File: src/rtl/core/bfmd_pkg.sv
`default_nettype none

package bfmd_pkg;

	// Lanes of one pixel and their byte width.
	localparam int NUM_CH       = 4;
	localparam int CH_W         = 8;
	localparam int MAX_CHANNELS = 4;

	// Partial-sum store. The depth must be a power of two: the address wraps by truncation.
	localparam int SUM_DEPTH = 4096;
	localparam int ADDR_W    = $clog2(SUM_DEPTH);
	localparam int PSUM_W    = 11;
	localparam int PAIR_W    = CH_W + 1;

	// Configuration port.
	localparam int CFG_IDX_W  = 3;
	localparam int CFG_DATA_W = 14;

	// Field widths of the registers and their legal ranges.
	localparam int WIDTH_W     = 14;
	localparam int HEIGHT_W    = 14;
	localparam int DEPTH_W     = 13;
	localparam int NCH_W       = 3;
	localparam int COL_W       = 13;
	localparam int ROW_W       = 13;
	localparam int SLICE_W     = 12;
	localparam int WIDTH_MIN   = 2;
	localparam int WIDTH_MAX   = 8192;
	localparam int HEIGHT_MIN  = 1;
	localparam int HEIGHT_MAX  = 8192;
	localparam int DEPTH_MIN   = 1;
	localparam int DEPTH_MAX   = 4096;

	// Output buffer.
	localparam int OUT_DEPTH = 4;
	localparam int OUT_PTR_W = $clog2(OUT_DEPTH);
	localparam int OUT_CNT_W = OUT_PTR_W + 1;

	typedef enum logic [CFG_IDX_W-1:0] {
		REG_MODE       = 3'd0,
		REG_CHANNELS   = 3'd1,
		REG_SRC_WIDTH  = 3'd2,
		REG_SRC_HEIGHT = 3'd3,
		REG_SRC_DEPTH  = 3'd4
	} reg_idx_t;

	typedef enum logic [1:0] {
		MODE_1D = 2'd0,
		MODE_2D = 2'd1,
		MODE_3D = 2'd2
	} mode_t;

	// What the store stage does with one horizontal pair.
	typedef enum logic [2:0] {
		OP_PAIR  = 3'd0,
		OP_LOAD  = 3'd1,
		OP_ACCUM = 3'd2,
		OP_AVG4  = 3'd3,
		OP_AVG8  = 3'd4
	} op_t;

	typedef logic [NUM_CH-1:0][PAIR_W-1:0] pair_vec_t;
	typedef logic [NUM_CH-1:0][PSUM_W-1:0] psum_word_t;
	typedef logic [NUM_CH-1:0][CH_W-1:0]   pix_vec_t;

	typedef struct packed {
		logic              valid;
		op_t               op;
		logic [ADDR_W-1:0] addr;
		pair_vec_t         ps;
		logic              last;
	} req_t;

	typedef struct packed {
		pix_vec_t px;
		logic     last;
	} res_t;

endpackage

`default_nettype wire

File: src/rtl/core/bfmd_out_buf.sv
`default_nettype none

module bfmd_out_buf (
	input  wire logic           clk,
	input  wire logic           arst_n,
	input  wire logic           push,
	input  wire bfmd_pkg::res_t push_data,
	input  wire logic           pending,
	output logic                room,
	output logic                out_valid,
	input  wire logic           out_ready,
	output bfmd_pkg::res_t      out_data
);
	import bfmd_pkg::*;

	res_t                  slot_q [OUT_DEPTH];
	logic [OUT_PTR_W-1:0]  wr_ptr_q;
	logic [OUT_PTR_W-1:0]  rd_ptr_q;
	logic [OUT_CNT_W-1:0]  count_q;
	logic                  pop;

	assign out_valid = (count_q != '0);
	assign out_data  = slot_q[rd_ptr_q];
	assign pop       = out_valid && out_ready;

	// A new pixel is taken only if its result and the one in flight both fit.
	assign room = ((OUT_CNT_W+1)'(count_q) + (OUT_CNT_W+1)'(pending)) <
	              (OUT_CNT_W+1)'(OUT_DEPTH);

	always_ff @(posedge clk) begin
		if (push) slot_q[wr_ptr_q] <= push_data;
	end

	always_ff @(posedge clk or negedge arst_n) begin
		if (!arst_n) begin
			wr_ptr_q <= '0;
			rd_ptr_q <= '0;
			count_q  <= '0;
		end else begin
			if (push) wr_ptr_q <= wr_ptr_q + OUT_PTR_W'(1);
			if (pop) rd_ptr_q <= rd_ptr_q + OUT_PTR_W'(1);
			count_q <= count_q + OUT_CNT_W'(push) - OUT_CNT_W'(pop);
		end
	end

endmodule

`default_nettype wire

File: config.mk
export PLATFORM = sky130hd
export DESIGN_NAME = bfmd_out_buf
export DESIGN_NICKNAME = d
export VERILOG_FILES = /design/src/rtl/core/bfmd_pkg.sv /design/src/rtl/core/bfmd_out_buf.sv
export SDC_FILE = /design/constraint.sdc
export NUM_CORES = 1
export LEC_CHECK = 0
export ABC_AREA = 1
export ABC_CLOCK_PERIOD_IN_PS = 5100
export BUFFER_PORTS_ARGS = -buffer_cell sky130_fd_sc_hd__buf_2
export CORE_MARGIN = 4
export CORE_UTILIZATION = 58
export CTS_BUF_LIST = sky130_fd_sc_hd__clkbuf_16
export DETAILED_ROUTE_END_ITERATION = 12
export PLACE_DENSITY = 0.82
export SETUP_SLACK_MARGIN = 0.15
export SYNTH_ARGS = -nofsm -noshare
export SYNTH_HDL_FRONTEND = slang
export SYNTH_SLANG_ARGS = --single-unit
export TNS_END_PERCENT = 1
File: constraint.sdc
create_clock -name clk -period 5.1 [get_ports clk]
set_input_delay 1.02 -clock clk [delete_from_list [all_inputs] [get_ports clk]]
set_output_delay 1.02 -clock clk [all_outputs]
set_load 0.05 [all_outputs]
==> metrics.txt <==
Clk pwr share 27.6%; combinational share of power 38.2%; met1 Use GR 23.8%; drt first pass iters 5; endpoints failing setup 0; Clk Latency, worst-skew pair 0.40 ns; most used routing layer met2; Post-Syn Area 5630 µm²; synthesized flop and latch total 139; initial antenna violation count 0; DR iter-0 viols 188; Die ar. 11300 µm²; post-synthesis simple-gate area fraction 12.4%; Max Slew Vio Count 0; Cell variety after synth 17; top cell family by delay on the critical path flip-flops; Adder-Cell Fraction of Synth Area 1.91%; Sw Ratio 41.7%; synthesis-to-layout area growth 18.6%; DR WL/cell 15.7 µm; Synth Net Count 520; VDD IR max 0.000416 V; yosys warns 0; final total power 4730 µW; via count 3538; MaxCap Viol Count 0; vias in the first global route 3464; Worst EP required 4.08 ns; Flop pwr share 34.2%; antenna cells 0; post-synthesis mux area share 0%; WL final 10.8 mm; Hold Path Class input port to async pin; final hold vios 0; power density cells 708 nW/µm²; Mean Syn Cell Area 11.9 µm²; Fmax achieved 278 MHz; Worst path most repeated cell nand2_1; Worst setup startpoint rd_ptr_q[0]; final critical-path share of the clock period 70.6%; maximum fanout along the worst path 54; Post-synth EDFFs 132; post-CTS resize count 0; CP endpoint kind primary output; placed cell count 658; total core area 9330 µm²; Compound-Gate Fraction of Synth Area 6.04%; Setup crit end out_data[0]; CP Launch Type flop; Slowest cell on crit path dfrtp_2; P_int 2760 µW; CTS Buf Count 17; RSZ-0062 raised after global routing false; DRC 0; Synth area leaders edfxtp_1, nand2_1, o21ai_0; Crit Path Class flop to primary output; GR Overflow Total 0; CTS tree done; first-pass GRT wire length 16.9 mm; Tot GR Track Use 19.7%; top_reg_cell synth edfxtp_1; Rows 35; final std cells w/o fill 688; Buffers on Ports 72; met2 Use GR 33.8%; reg2reg start wr_ptr_q[0]; FILL cells 624; Nets 594; ANT nets after route 0; H-tree depth 4; Clock Skew 0.00520 ns; status completed; via density per instance 5.14; pin count of the biggest net entering global routing 68; Sw Pwr 1970 µW; share of cells above drive strength 1 19.3%; reg2reg setup slack 3.06 ns; Worst Reg-to-Reg Cells 4; GR Layer Usage met3 6.50%; top-count cell post-synth edfxtp_1; worst-case clock buffer depth 2; Synth top cells by count edfxtp_1, nand2_1, nor2_1, o21ai_0, inv_1; CP bufs+invs 2; Die Ht 107 µm; hpwl dp 6.07 mm; async set-reset flop share out of synthesis 5.04%; xor and xnor fraction of the mapped netlist area 0.311%; # IOs 73; Yosys top cell by area edfxtp_1; global placement routability congestion 0.730; initial core utilization 60.4%; Post-Route Setup TNS 0 ns; crit-path max cell delay 0.88 ns; CP arrival 2.58 ns; Setup Fix Bufs, Post-CTS 0; Stages on worst setup path 6; Lkg Pwr 0.00280 µW; Max-slew headroom 24.9%; sequential element share of the synthesized area 73.5%; CTS root buffer clkbuf_16; crit path cell chain buf_4 > nand2_1 > o21ai_0 > nand2_1 > nand2_1 > buf_2; clock transition at the registers of the reported paths 0.06 ns; Slew @ Worst Pin 1.12 ns; top-area cell type share of the netlist area 70.4%; fin crit period 3.60 ns; FF-to-FF End slot_q[3][24]; combinational family with the most area after synthesis simple AND/OR/NAND/NOR gates; cts hold-fix bufs 0; CTS Sinks 139; Mapped Cells 474; die width 107 µm
[stage by stage]
step	instance area, µm²	utilization (%)	hold WS (ns)	setup slack, ns
2_1_floorplan	5630	-	0.441	2.53
3_3_place_gp	6050	64.9	0.473	2.05
3_5_place_dp	6050	64.9	0.486	1.97
4_1_cts	6680	71.6	0.426	1.48
5_1_grt	6680	71.6	0.431	1.28
6_report	6680	71.6	0.439	1.50
[logic make-up (layout without fill, tap and decap cells)]
family                     count (synthesis)  after routing
adders and majority gates                  8              8
DFF                                      139            139
xor gates and xnor gates                   2              2
buffers and inverters                     71            156
and+or+nand+nor                          186            186
AOI/OAI and AO/OA                         68             68
[flip-flops by register name, indices dropped and copies added, names as in the netlist]
signal    count
slot_q      132
count_q       3
rd_ptr_q      2
wr_ptr_q      2
[routing by layer]
layer  vias up  wire [µm]
li1       1726          -
met1      1696       4340
met2       105       5670
met3        11        699
met4         0         97
met5         -          0
[area by class of cell]
cell class	instances	area, µm²	area share (%)
repair buffers	77	398	5.96
well taps	129	161	2.42
flip-flops and latches	139	4140	62.0
inverters	49	184	2.76
clock inverters	13	200	3.00
clock buffers	17	425	6.37
multi-input cells	264	1170	17.5
[cells in the final DEF (no fill, tap or decap)]
cell type and n:
o21ai_0 61, nand3_1 2, edfxtp_1 132, inv_6 2
clkbuf_16 17, clkinvlp_4 2, clkinv_2 2, clkinv_1 1
dfrtp_2 1, inv_2 2, bufinv_16 5, buf_2 72
dfrtp_1 6, xor2_1 2, inv_1 48, nor2_1 68
ha_1 7, o21ai_1 7, fa_1 1, buf_4 5
nand2_1 116
[power groups by stage]
| stage | combinational, µW | clock (µW) | sequential, µW |
|---|---|---|---|
| floorplan | 1480 | 0 | 1580 |
| global placement | 1770 | 0 | 1630 |
| detailed placement | 1810 | 0 | 1640 |
| CTS | 1820 | 1320 | 1620 |
| global route | 1950 | 1380 | 1640 |
| finish | 1800 | 1310 | 1620 |
[worst min path at each step]
stage                      startpoint     endpoint  cells past startpoint
after floorplan           rd_ptr_q[1]  rd_ptr_q[1]                      2
after global placement    rd_ptr_q[1]  rd_ptr_q[1]                      2
after detailed placement  rd_ptr_q[1]  rd_ptr_q[1]                      2
after CTS                      arst_n  rd_ptr_q[0]                      1
after global routing           arst_n  rd_ptr_q[0]                      1
final                          arst_n  rd_ptr_q[0]                      1
No activity file was read; power rests on OpenSTA's default activity.
