[src/rtl/core/bfmd_pkg.sv]
`default_nettype none

package bfmd_pkg;

	// Lanes of one pixel and their byte width.
	localparam int NUM_CH       = 4;
	localparam int CH_W         = 8;
	localparam int MAX_CHANNELS = 4;

	// Partial-sum store. The depth must be a power of two: the address wraps by truncation.
	localparam int SUM_DEPTH = 4096;
	localparam int ADDR_W    = $clog2(SUM_DEPTH);
	localparam int PSUM_W    = 11;
	localparam int PAIR_W    = CH_W + 1;

	// Configuration port.
	localparam int CFG_IDX_W  = 3;
	localparam int CFG_DATA_W = 14;

	// Field widths of the registers and their legal ranges.
	localparam int WIDTH_W     = 14;
	localparam int HEIGHT_W    = 14;
	localparam int DEPTH_W     = 13;
	localparam int NCH_W       = 3;
	localparam int COL_W       = 13;
	localparam int ROW_W       = 13;
	localparam int SLICE_W     = 12;
	localparam int WIDTH_MIN   = 2;
	localparam int WIDTH_MAX   = 8192;
	localparam int HEIGHT_MIN  = 1;
	localparam int HEIGHT_MAX  = 8192;
	localparam int DEPTH_MIN   = 1;
	localparam int DEPTH_MAX   = 4096;

	// Output buffer.
	localparam int OUT_DEPTH = 4;
	localparam int OUT_PTR_W = $clog2(OUT_DEPTH);
	localparam int OUT_CNT_W = OUT_PTR_W + 1;

	typedef enum logic [CFG_IDX_W-1:0] {
		REG_MODE       = 3'd0,
		REG_CHANNELS   = 3'd1,
		REG_SRC_WIDTH  = 3'd2,
		REG_SRC_HEIGHT = 3'd3,
		REG_SRC_DEPTH  = 3'd4
	} reg_idx_t;

	typedef enum logic [1:0] {
		MODE_1D = 2'd0,
		MODE_2D = 2'd1,
		MODE_3D = 2'd2
	} mode_t;

	// What the store stage does with one horizontal pair.
	typedef enum logic [2:0] {
		OP_PAIR  = 3'd0,
		OP_LOAD  = 3'd1,
		OP_ACCUM = 3'd2,
		OP_AVG4  = 3'd3,
		OP_AVG8  = 3'd4
	} op_t;

	typedef logic [NUM_CH-1:0][PAIR_W-1:0] pair_vec_t;
	typedef logic [NUM_CH-1:0][PSUM_W-1:0] psum_word_t;
	typedef logic [NUM_CH-1:0][CH_W-1:0]   pix_vec_t;

	typedef struct packed {
		logic              valid;
		op_t               op;
		logic [ADDR_W-1:0] addr;
		pair_vec_t         ps;
		logic              last;
	} req_t;

	typedef struct packed {
		pix_vec_t px;
		logic     last;
	} res_t;

endpackage

`default_nettype wire

[src/rtl/core/bfmd_ctrl.sv]
`default_nettype none

module bfmd_ctrl (
	input  wire logic                            clk,
	input  wire logic                            arst_n,
	input  wire logic                            cfg_valid,
	input  wire logic [bfmd_pkg::CFG_IDX_W-1:0]  cfg_index,
	input  wire logic [bfmd_pkg::CFG_DATA_W-1:0] cfg_data,
	input  wire logic                            accept,
	input  wire bfmd_pkg::pix_vec_t              ch,
	output bfmd_pkg::req_t                       req
);
	import bfmd_pkg::*;

	mode_t                mode_q;
	logic [NCH_W-1:0]     nch_q;
	logic [WIDTH_W-1:0]   width_q;
	logic [HEIGHT_W-1:0]  height_q;
	logic [DEPTH_W-1:0]   depth_q;

	logic [COL_W-1:0]     col_q;
	logic [ROW_W-1:0]     row_q;
	logic [SLICE_W-1:0]   slice_q;
	logic [ADDR_W-1:0]    base_q;
	pix_vec_t             hold_q;

	logic                 restart;
	pix_vec_t             px;
	logic [WIDTH_W-1:0]   col_inc;
	logic [HEIGHT_W-1:0]  row_inc;
	logic [DEPTH_W-1:0]   slice_inc;
	logic                 col_wrap;
	logic                 row_wrap;
	logic                 slice_wrap;
	logic [WIDTH_W-1:0]   last_col;
	logic [HEIGHT_W-1:0]  last_row;
	logic [DEPTH_W-1:0]   last_slice;
	logic [ADDR_W-1:0]    half_w;
	logic [ADDR_W-1:0]    col_addr;
	logic [1:0]           cfg_mode;
	logic [NCH_W-1:0]     cfg_nch;
	logic [WIDTH_W-1:0]   cfg_w;
	logic [DEPTH_W-1:0]   cfg_d;

	// A write to any known register restarts the image.
	always_comb begin
		restart = 1'b0;
		if (cfg_valid) begin
			unique case (cfg_index)
				REG_MODE, REG_CHANNELS, REG_SRC_WIDTH, REG_SRC_HEIGHT,
				REG_SRC_DEPTH: restart = 1'b1;
				default: restart = 1'b0;
			endcase
		end
	end

	// Register write data, clamped into the legal range as it is stored.
	assign cfg_mode = cfg_data[1:0];
	assign cfg_nch  = cfg_data[NCH_W-1:0];
	assign cfg_w    = cfg_data[WIDTH_W-1:0];
	assign cfg_d    = cfg_data[DEPTH_W-1:0];

	always_ff @(posedge clk or negedge arst_n) begin
		if (!arst_n) begin
			mode_q   <= MODE_2D;
			nch_q    <= NCH_W'(MAX_CHANNELS);
			width_q  <= WIDTH_W'(2);
			height_q <= HEIGHT_W'(2);
			depth_q  <= DEPTH_W'(1);
		end else if (cfg_valid) begin
			unique case (cfg_index)
				REG_MODE: begin
					mode_q <= (cfg_mode == 2'd3) ? MODE_3D : mode_t'(cfg_mode);
				end
				REG_CHANNELS: begin
					nch_q <= (cfg_nch > NCH_W'(MAX_CHANNELS)) ? NCH_W'(MAX_CHANNELS) : cfg_nch;
				end
				REG_SRC_WIDTH: begin
					if (cfg_w < WIDTH_W'(WIDTH_MIN)) width_q <= WIDTH_W'(WIDTH_MIN);
					else if (cfg_w > WIDTH_W'(WIDTH_MAX)) width_q <= WIDTH_W'(WIDTH_MAX);
					else width_q <= cfg_w;
				end
				REG_SRC_HEIGHT: begin
					if (cfg_w < HEIGHT_W'(HEIGHT_MIN)) height_q <= HEIGHT_W'(HEIGHT_MIN);
					else if (cfg_w > HEIGHT_W'(HEIGHT_MAX)) height_q <= HEIGHT_W'(HEIGHT_MAX);
					else height_q <= cfg_w;
				end
				REG_SRC_DEPTH: begin
					if (cfg_d < DEPTH_W'(DEPTH_MIN)) depth_q <= DEPTH_W'(DEPTH_MIN);
					else if (cfg_d > DEPTH_W'(DEPTH_MAX)) depth_q <= DEPTH_W'(DEPTH_MAX);
					else depth_q <= cfg_d;
				end
				default: ;
			endcase
		end
	end

	// Unused lanes read as zero.
	always_comb begin
		for (int k = 0; k < NUM_CH; k++) begin
			px[k] = (k < int'(nch_q)) ? ch[k] : '0;
		end
	end

	// Raster position and the limits of the image.
	assign col_inc    = {1'b0, col_q} + WIDTH_W'(1);
	assign row_inc    = {1'b0, row_q} + HEIGHT_W'(1);
	assign slice_inc  = {1'b0, slice_q} + DEPTH_W'(1);
	assign col_wrap   = (col_inc == width_q);
	assign row_wrap   = (row_inc == height_q);
	assign slice_wrap = (slice_inc == depth_q);
	assign last_col   = (width_q & ~WIDTH_W'(1)) - WIDTH_W'(1);
	assign last_row   = (mode_q == MODE_1D) ? height_q - HEIGHT_W'(1)
	                                        : (height_q & ~HEIGHT_W'(1)) - HEIGHT_W'(1);
	assign last_slice = (mode_q == MODE_3D) ? (depth_q & ~DEPTH_W'(1)) - DEPTH_W'(1)
	                                        : depth_q - DEPTH_W'(1);
	assign half_w     = ADDR_W'(width_q >> 1);
	assign col_addr   = ADDR_W'(col_q >> 1);

	// Request for the store stage, issued on the right pixel of each pair.
	always_comb begin
		req.valid = 1'b0;
		req.op    = OP_PAIR;
		req.addr  = '0;
		req.last  = ({1'b0, col_q} == last_col) && ({1'b0, row_q} == last_row) &&
		            ({1'b0, slice_q} == last_slice);
		for (int k = 0; k < NUM_CH; k++) begin
			req.ps[k] = {1'b0, hold_q[k]} + {1'b0, px[k]};
		end
		if (accept && col_q[0]) begin
			unique case (mode_q)
				MODE_1D: begin
					req.valid = 1'b1;
					req.op    = OP_PAIR;
				end
				MODE_2D: begin
					req.addr = col_addr;
					if (!row_q[0]) begin
						req.valid = (row_inc < height_q);
						req.op    = OP_LOAD;
					end else begin
						req.valid = 1'b1;
						req.op    = OP_AVG4;
					end
				end
				MODE_3D: begin
					req.addr  = base_q + col_addr;
					req.valid = 1'b1;
					if (!slice_q[0] && !row_q[0]) req.op = OP_LOAD;
					else if (slice_q[0] && row_q[0]) req.op = OP_AVG8;
					else req.op = OP_ACCUM;
				end
				default: req.valid = 1'b0;
			endcase
		end
	end

	// Counters, row base of the slice store and the left pixel of a pair.
	always_ff @(posedge clk or negedge arst_n) begin
		if (!arst_n) begin
			col_q   <= '0;
			row_q   <= '0;
			slice_q <= '0;
			base_q  <= '0;
			hold_q  <= '0;
		end else if (restart) begin
			col_q   <= '0;
			row_q   <= '0;
			slice_q <= '0;
			base_q  <= '0;
			hold_q  <= '0;
		end else if (accept) begin
			if (!col_q[0] && (col_inc < width_q)) begin
				hold_q <= px;
			end
			if (!col_wrap) begin
				col_q <= col_inc[COL_W-1:0];
			end else begin
				col_q <= '0;
				if (!row_wrap) begin
					row_q <= row_inc[ROW_W-1:0];
					if (row_q[0]) base_q <= base_q + half_w;
				end else begin
					row_q   <= '0;
					base_q  <= '0;
					slice_q <= slice_wrap ? '0 : slice_inc[SLICE_W-1:0];
				end
			end
		end
	end

endmodule

`default_nettype wire

[config.mk]
export PLATFORM = sky130hd
export DESIGN_NAME = bfmd_ctrl
export DESIGN_NICKNAME = d
export VERILOG_FILES = /design/src/rtl/core/bfmd_pkg.sv /design/src/rtl/core/bfmd_ctrl.sv
export SDC_FILE = /design/constraint.sdc
export NUM_CORES = 1
export LEC_CHECK = 0
export BUFFER_PORTS_ARGS = -buffer_cell sky130_fd_sc_hd__buf_2
export CORE_UTILIZATION = 47
export DETAILED_ROUTE_END_ITERATION = 8
export PLACE_DENSITY_LB_ADDON = 0.3
export SLEW_MARGIN = 20
export SYNTH_ARGS = -nofsm -noshare
export SYNTH_HDL_FRONTEND = slang
export SYNTH_SLANG_ARGS = --single-unit
[constraint.sdc]
create_clock -name clk -period 8.48 [get_ports clk]
set_input_delay 0.424 -clock clk [delete_from_list [all_inputs] [get_ports clk]]
set_output_delay 0.424 -clock clk [all_outputs]
set_load 0.01 [all_outputs]
==> results of run 1 <==
-- cell usage in the layout, fill, tap and decap left out, types with 18 or more instances in the layout --
master and instances:
sky130_fd_sc_hd__nand3_1 33, sky130_fd_sc_hd__a22o_1 53, sky130_fd_sc_hd__ha_1 96, sky130_fd_sc_hd__xnor2_1 71, sky130_fd_sc_hd__a21o_1 27, sky130_fd_sc_hd__nand2_1 74, sky130_fd_sc_hd__nor4_1 18, sky130_fd_sc_hd__dfrtp_1 123
sky130_fd_sc_hd__a21oi_1 39, sky130_fd_sc_hd__nor3_1 31, sky130_fd_sc_hd__xor2_1 51, sky130_fd_sc_hd__mux2i_1 43, sky130_fd_sc_hd__inv_1 81, sky130_fd_sc_hd__buf_2 104, sky130_fd_sc_hd__nor2b_1 41, sky130_fd_sc_hd__nor2_1 104
sky130_fd_sc_hd__o21ai_0 76
-- report_power, final --
group | leakage (nW) | internal, mW | switching (mW)
registers | 1.70 | 0.715 | 0.159
logic | 3.83 | 0.493 | 0.620
clock network | 0.274 | 0.388 | 0.324
total | 5.80 | 1.60 | 1.10
-- worst paths after layout --
path	slack [ns]	start	to
setup / recovery	3.89	col_q[0]	slice_q[0]
hold / removal	0.30	cfg_data[7]	depth_q[7]
setup reg to reg	3.89	col_q[0]	slice_q[0]
hold reg to reg	0.51	depth_q[0]	depth_q[0]
max in group asynchronous	6.89	arst_n	hold_q[0]
min in group asynchronous	0.51	arst_n	row_q[9]
-- cell type report --
type,count,area (um^2)
repair buffers,113,598
flip-flops and latches,128,3210
multi-input cells,958,6870
inverters,81,304
fillers,2033,10100
well taps,280,350
clock buffers,17,425
clock inverters,15,139
-- logic make-up (layout without fill, tap and decap cells) --
kind of cell	count (synthesis)	after routing	share of synthesized area (%)
compound gates	291	291	18.5
fa+ha+maj	102	102	12.5
buf+inv	138	226	5.00
mux	47	47	4.49
xor+xnor	122	122	10.1
simple gates	396	396	19.1
flops	128	128	30.3
-- worst register-to-register path, cell delays in order (launching register included) --
cell and delay [ns]:
sky130_fd_sc_hd__dfrtp_1 0.53, sky130_fd_sc_hd__ha_1 0.31, sky130_fd_sc_hd__nand2_1 0.10, sky130_fd_sc_hd__nor4_1 0.63
sky130_fd_sc_hd__nand3_1 0.24, sky130_fd_sc_hd__xnor2_1 0.19, sky130_fd_sc_hd__ha_1 0.31, sky130_fd_sc_hd__and4_1 0.28
sky130_fd_sc_hd__nand2_1 0.08, sky130_fd_sc_hd__nor4_1 0.38, sky130_fd_sc_hd__a21oi_1 0.13, sky130_fd_sc_hd__buf_4 0.23
sky130_fd_sc_hd__nand2b_1 0.22, sky130_fd_sc_hd__nor2_1 0.64, sky130_fd_sc_hd__mux2_2 0.28
-- cells in the mapped netlist (all sizes together) (15+ instances only) --
cell type / instances / area share (%)
nor3: 31 / 1.5
xnor2: 71 / 5.9
nand3: 33 / 1.6
nor4: 19 / 1.2
nor2b: 41 / 2.4
dfrtp: 123 / 29
o21ai: 91 / 4.3
nand2b: 15 / 0.89
a21o: 27 / 1.9
nand2: 74 / 2.6
ha: 96 / 11
o31ai: 15 / 1.1
xor2: 51 / 4.2
nand4: 15 / 0.89
mux2i: 43 / 4.1
a21oi: 39 / 1.8
clkbuf: 52 / 1.8
inv: 81 / 2.9
nor2: 104 / 3.7
a22o: 53 / 4.4
-- flip-flops by register name, indices dropped and copies added (netlist names) --
| name | count |
|---|---|
| hold_q | 32 |
| height_q | 14 |
| width_q | 14 |
| col_q | 13 |
| depth_q | 13 |
| row_q | 13 |
| base_q | 12 |
| slice_q | 12 |
| nch_q | 3 |
| mode_q | 2 |
-- metal layers --
| metal | GRT usage [%] | wire length [um] |
|---|---|---|
| met3 | 4.96 | 1880 |
| met5 | 0 | 0 |
| met1 | 34.1 | 12800 |
| met2 | 41.1 | 13200 |
| met4 | 7.39 | 503 |
==> impl_table.tex, run 1 <==
\begin{tabular}{lr}
\hline
Metric & Value \\
\hline
\multicolumn{2}{l}{\textbf{Placed design}} \\
IO buf count & 105 \\
Inst Count DP & 1559 \\
Setup slack after placement & 3.95 ns \\
Last weighted congestion value of the routability-driven placer & 0.917 \\
Cell Area, Placed & 0.0113 mm\^{}2 \\
Detailed placement HPWL & 21300 um \\
\multicolumn{2}{l}{\textbf{Timing}} \\
RSZ-0062 raised after global routing & false \\
Tightest hold margin & 0.304 ns \\
Min cycle time layout & 4.59 ns \\
Max transition margin & 34.3\% \\
Final clock skew & 0.0103 ns \\
Final worst-path setup slack & 3.89 ns \\
Peak Freq & between 200 and 250 MHz \\
Transition time at the pin with the least slew margin & 0.978 ns \\
Final Hold Violating Endpoints & 0 \\
Post-route clock period utilization & 54.2\% \\
Setup-failing EPs final & 0 \\
Max-slew violations & 0 \\
Sum of negative setup slack & 0 ns \\
\multicolumn{2}{l}{\textbf{Cells and area}} \\
Nets & 1454 \\
Design area & 0.0119 mm\^{}2 \\
Area growth from synthesis to final layout & 12.4\% \\
Antenna cells & 0 \\
Fraction of final layout cells with drive strength greater than 1 & 12.5\% \\
Utilization after layout & about 54\% \\
Final Non-Filler Cells & 1592 \\
\multicolumn{2}{l}{\textbf{Setup path}} \\
Logic depth of the worst setup path including buffers & 14 \\
Biggest cell delay along the critical path & 0.64 ns \\
Number of cells on the worst reg-to-reg path & 14 \\
Worst path bufs/invs & 1 \\
Chain of cells forming the critical path & ha\_1 -> nand2\_1 -> nor4\_1 -> nand3\_1 -> xnor2\_1 -> ha\_1 -> and4\_1 -> nand2\_1 -> nor4\_1 -> a21oi\_1 -> buf\_4 -> nand2b\_1 -> nor2\_1 -> mux2\_2 \\
Worst-path cell with the longest stage delay & sky130\_fd\_sc\_hd\_\_nor2\_1 \\
Kind of cell adding the most delay to the critical path & simple AND/OR/NAND/NOR gates \\
CP Data Arrival Time & 4.97 ns \\
Startpoint-to-endpoint class of the critical path & register to register \\
Crit-path max FO & 22 \\
Crit end category & register \\
Startpoint Class & register \\
Worst EP required & 8.85 ns \\
\multicolumn{2}{l}{\textbf{Synth}} \\
Average cell area after synthesis & 8.65 um\^{}2 \\
Fraction of synthesis flops using an asynchronous set or reset pin & 100\% \\
Netlist cell types & 66 \\
Syn Nets & 1379 \\
Register area share after synthesis & 30.3\% \\
Most instantiated flip-flop cell in the synthesis netlist & sky130\_fd\_sc\_hd\_\_dfrtp\_1 \\
Syn. warnings & 0 \\
Register bit total from synthesis & between 100 and 150 \\
Syn Inst Count & 1224 \\
Mapped cell area & 0.0106 mm\^{}2 \\
EDFF count, synth & 0 \\
\multicolumn{2}{l}{\textbf{Route}} \\
WL final & 28500 um \\
ANT nets after route & 0 \\
Wire length per cell & between 15 and 20 um \\
DR vias & roughly 9400 \\
DRC violations left & 17 \\
First-pass DRT Iterations & 7 \\
Average via count per standard cell & 5.89 \\
1st-iter DRT viols & 771 \\
\multicolumn{2}{l}{\textbf{Global route}} \\
Wire length of the first global-routing pass & 47100 um \\
Antenna violations before repair & 0 \\
Via count of the first global-routing pass & 8960 \\
GRT Total Usage & 25.3\% \\
Pin count of the biggest net entering global routing & 80 \\
Aggregate global routing overflow & 0 \\
\multicolumn{2}{l}{\textbf{Clock tree}} \\
Root buf cell & sky130\_fd\_sc\_hd\_\_clkbuf\_16 \\
Hold-fix buffer count after cts & 1 \\
Number of gates resized after cts & 0 \\
Maximum buffer depth of the clock tree & 2 \\
Clk sinks & around 130 \\
Clock H-tree levels & 4 \\
CTS tree & done \\
Later-pin clock latency in the skew report & 0.43 ns \\
Number of CTS-inserted buffers & 17 \\
Buffers inserted during post-CTS setup optimization & 0 \\
Clock-pin slew on the worst setup and hold paths & 0.06 ns \\
\multicolumn{2}{l}{\textbf{Run}} \\
Number of maximum-capacitance constraint violations & 0 \\
\multicolumn{2}{l}{\textbf{Floorplan}} \\
Core area & 0.0220 mm\^{}2 \\
X dimension of the die & 152 um \\
Die Footprint & between 0.02 and 0.025 mm\^{}2 \\
I/O pin count & 106 \\
Die height & between 150 and 200 um \\
Row cnt & between 50 and 60 \\
Effective utilization at floorplan & 48.2\% \\
\multicolumn{2}{l}{\textbf{Pwr}} \\
Total chip power & 2.70 mW \\
Worst IR drop on VDD & approximately 0.14 mV \\
Static leakage power & 5.80 nW \\
Pwr Density & 227 mW/mm\^{}2 \\
\multicolumn{2}{l}{\textbf{Hold path}} \\
Worst hold path depth & 2 \\
Path type of the worst min-delay path & input port to register \\
\multicolumn{2}{l}{\textbf{Status}} \\
Run status & finished with violations \\
Violations in the final reports & DRC \\
\hline
\end{tabular}
Note: power is estimated with default switching activity, not from simulation.
==> inputs of run 2 (changes only) <==
- clock period: 8.48 -> 4.65 ns (I/O delays scaled with it)
==> impl_table.tex, run 2 (synthesis gave the netlist of run 1 again) <==
\begin{tabular}{lr}
\hline
Metric & Value \\
\hline
\multicolumn{2}{l}{\textbf{Setup path}} \\
Reg2reg setup slack & roughly 0.41 ns \\
Crit end category & output pin \\
CP Data Arrival Time & 4.02 ns \\
Startpoint-to-endpoint class of the critical path & register to output pin \\
Crit-path max FO & 13 \\
End of the worst register-to-register path & base\_q[0] \\
Startpoint Class & register \\
Worst EP required & 4.42 ns \\
Number of cells on the worst reg-to-reg path & 14 \\
Startpoint of the most critical register-to-register path & col\_q[0] \\
\multicolumn{2}{l}{\textbf{Timing}} \\
Sum of negative setup slack & 0 ns \\
Setup-failing EPs final & 0 \\
Max-slew violations & 0 \\
Transition time at the pin with the least slew margin & about 0.94 ns \\
Max transition margin & 37.1\% \\
Final clock skew & 0.00900 ns \\
RSZ-0062 raised after global routing & false \\
Min cycle time layout & 4.26 ns \\
Final Hold Violating Endpoints & 0 \\
Peak Freq & about 230 MHz \\
Post-route clock period utilization & between 90\% and 100\% \\
\multicolumn{2}{l}{\textbf{Cells and area}} \\
Design area & 0.0119 mm\^{}2 \\
Nets & around 1500 \\
Largest Register & hold\_q \\
Antenna cells & 0 \\
Largest registers in the final layout & hold\_q (32), height\_q (14), width\_q (14) \\
Area growth from synthesis to final layout & 12.6\% \\
Highest-count cells in the layout ignoring fill and taps & sky130\_fd\_sc\_hd\_\_dfrtp\_1 (123), sky130\_fd\_sc\_hd\_\_nor2\_1 (104), sky130\_fd\_sc\_hd\_\_buf\_2 (104) \\
Fraction of final layout cells with drive strength greater than 1 & 12.9\% \\
Most common cell after layout, fill and taps aside & sky130\_fd\_sc\_hd\_\_dfrtp\_1 \\
Flip-flop count of the largest register after layout & 32 \\
\multicolumn{2}{l}{\textbf{Floorplan}} \\
Core area & 0.0220 mm\^{}2 \\
I/O pin count & 106 \\
Die Footprint & 0.0231 mm\^{}2 \\
Row cnt & 54 \\
Effective utilization at floorplan & roughly half \\
X dimension of the die & 152 um \\
Die height & approximately 150 um \\
\multicolumn{2}{l}{\textbf{Placed design}} \\
Last weighted congestion value of the routability-driven placer & $\sim$0.94 \\
Cell Area, Placed & 0.0114 mm\^{}2 \\
IO buf count & 105 \\
Detailed placement HPWL & 20900 um \\
\multicolumn{2}{l}{\textbf{Hold path}} \\
Path type of the worst min-delay path & input port to register \\
Worst hold path depth & 2 \\
Terminating pin of the worst hold path & width\_q[1] \\
Critical hold path startpoint & cfg\_data[13] \\
\multicolumn{2}{l}{\textbf{Route}} \\
WL final & 27800 um \\
Wire length per cell & 17.4 um \\
1st-iter DRT viols & 738 \\
First-pass DRT Iterations & 7 \\
ANT nets after route & 0 \\
DR vias & 9252 \\
DRC violations left & 17 \\
Average via count per standard cell & 5.79 \\
\multicolumn{2}{l}{\textbf{Clock tree}} \\
Clock H-tree levels & 4 \\
Later-pin clock latency in the skew report & between 0.4 and 0.5 ns \\
CTS tree & done \\
Clock-pin slew on the worst setup and hold paths & 0.06 ns \\
Maximum buffer depth of the clock tree & 2 \\
Clk sinks & about 130 \\
Root buf cell & sky130\_fd\_sc\_hd\_\_clkbuf\_16 \\
Number of CTS-inserted buffers & 17 \\
Buffers inserted during post-CTS setup optimization & 0 \\
\multicolumn{2}{l}{\textbf{Pwr}} \\
Static leakage power & approximately 5.8 nW \\
Pwr Density & 409 mW/mm\^{}2 \\
Worst IR drop on VDD & 0.294 mV \\
\multicolumn{2}{l}{\textbf{Global route}} \\
Pin count of the biggest net entering global routing & 84 \\
Antenna violations before repair & 0 \\
GRT Total Usage & approximately 25\% \\
Aggregate global routing overflow & 0 \\
Via count of the first global-routing pass & 8647 \\
Wire length of the first global-routing pass & 45500 um \\
\multicolumn{2}{l}{\textbf{Status}} \\
Run status & finished with violations \\
Violations in the final reports & DRC \\
\multicolumn{2}{l}{\textbf{Run}} \\
Number of maximum-capacitance constraint violations & 0 \\
\hline
\end{tabular}
==> run 2: how the worst max path moves through the flow <==
| stage | endpoint | cells after the start | start | slack (ns) |
|---|---|---|---|---|
| after floorplan | slice_q[2] | 13 | row_q[0] | 0.92 |
| after global routing | base_q[5] | 14 | col_q[0] | 0.03 |
| final | req[52] | 12 | row_q[0] | 0.39 |
| after global placement | base_q[0] | 14 | col_q[0] | 0.64 |
| after CTS | req[52] | 12 | row_q[0] | 0.39 |
| after detailed placement | base_q[10] | 14 | col_q[0] | 0.47 |
==> run 2: final cells by class <==
cell class	instances	area, um^2
fillers	2012	10000
clock buffers	18	439
flip-flops and latches	128	3210
clock inverters	14	108
inverters	81	304
repair buffers	119	639
well taps	280	350
multi-input cells	958	6870
==> run 2: metrics by stage <==
step | setup WS (ns) | std cells | util [%] | power [mW] | hold WS, ns
final | 0.395 | 1598 | 54.3 | 4.87 | 0.0971
after global routing | 0.0273 | 1598 | 54.3 | 5.20 | 0.107
after CTS | 0.393 | 1598 | 54.3 | 4.88 | 0.0831
after detailed placement | 0.471 | 1565 | 51.8 | 3.61 | 0.351
after global placement | 0.640 | 1565 | 51.8 | 3.56 | 0.343
after floorplan | 0.917 | 1224 | - | 3.02 | -0.0631
==> run 2: repair_timing <==
item                                   in CTS  in global routing
hold buffers                                1                  0
endpoints found under the hold margin      81                  0
resized for setup                           0                  0
==> run 2: critical path, cell delays in order (launching register included) <==
cell	delay, ns
sky130_fd_sc_hd__dfrtp_1	0.57
sky130_fd_sc_hd__ha_1	0.33
sky130_fd_sc_hd__nand2_1	0.10
sky130_fd_sc_hd__nor4_1	0.61
sky130_fd_sc_hd__and3_1	0.31
sky130_fd_sc_hd__xor2_1	0.16
sky130_fd_sc_hd__ha_1	0.27
sky130_fd_sc_hd__a21oi_1	0.12
sky130_fd_sc_hd__o21ai_0	0.08
sky130_fd_sc_hd__or3_1	0.33
sky130_fd_sc_hd__a211o_1	0.32
sky130_fd_sc_hd__nor3_1	0.21
sky130_fd_sc_hd__buf_2	0.18
==> run 2: power breakdown <==
group / leakage, nW / internal (mW) / switching, mW
Combinational: 3.86 / 0.907 / 1.14
Clock: 0.257 / 0.700 / 0.550
Sequential: 1.70 / 1.30 / 0.276
==> run 2: metal layers <==
metal	wire, um	part of all wire, %	vias to the layer above	global-route usage [%]
met1	12900	46	4432	34.4
met3	1780	6.4	37	4.99
met2	12700	46	258	39.1
li1	-	-	4525	-
met5	0	0	-	0
met4	432	1.6	0	6.22
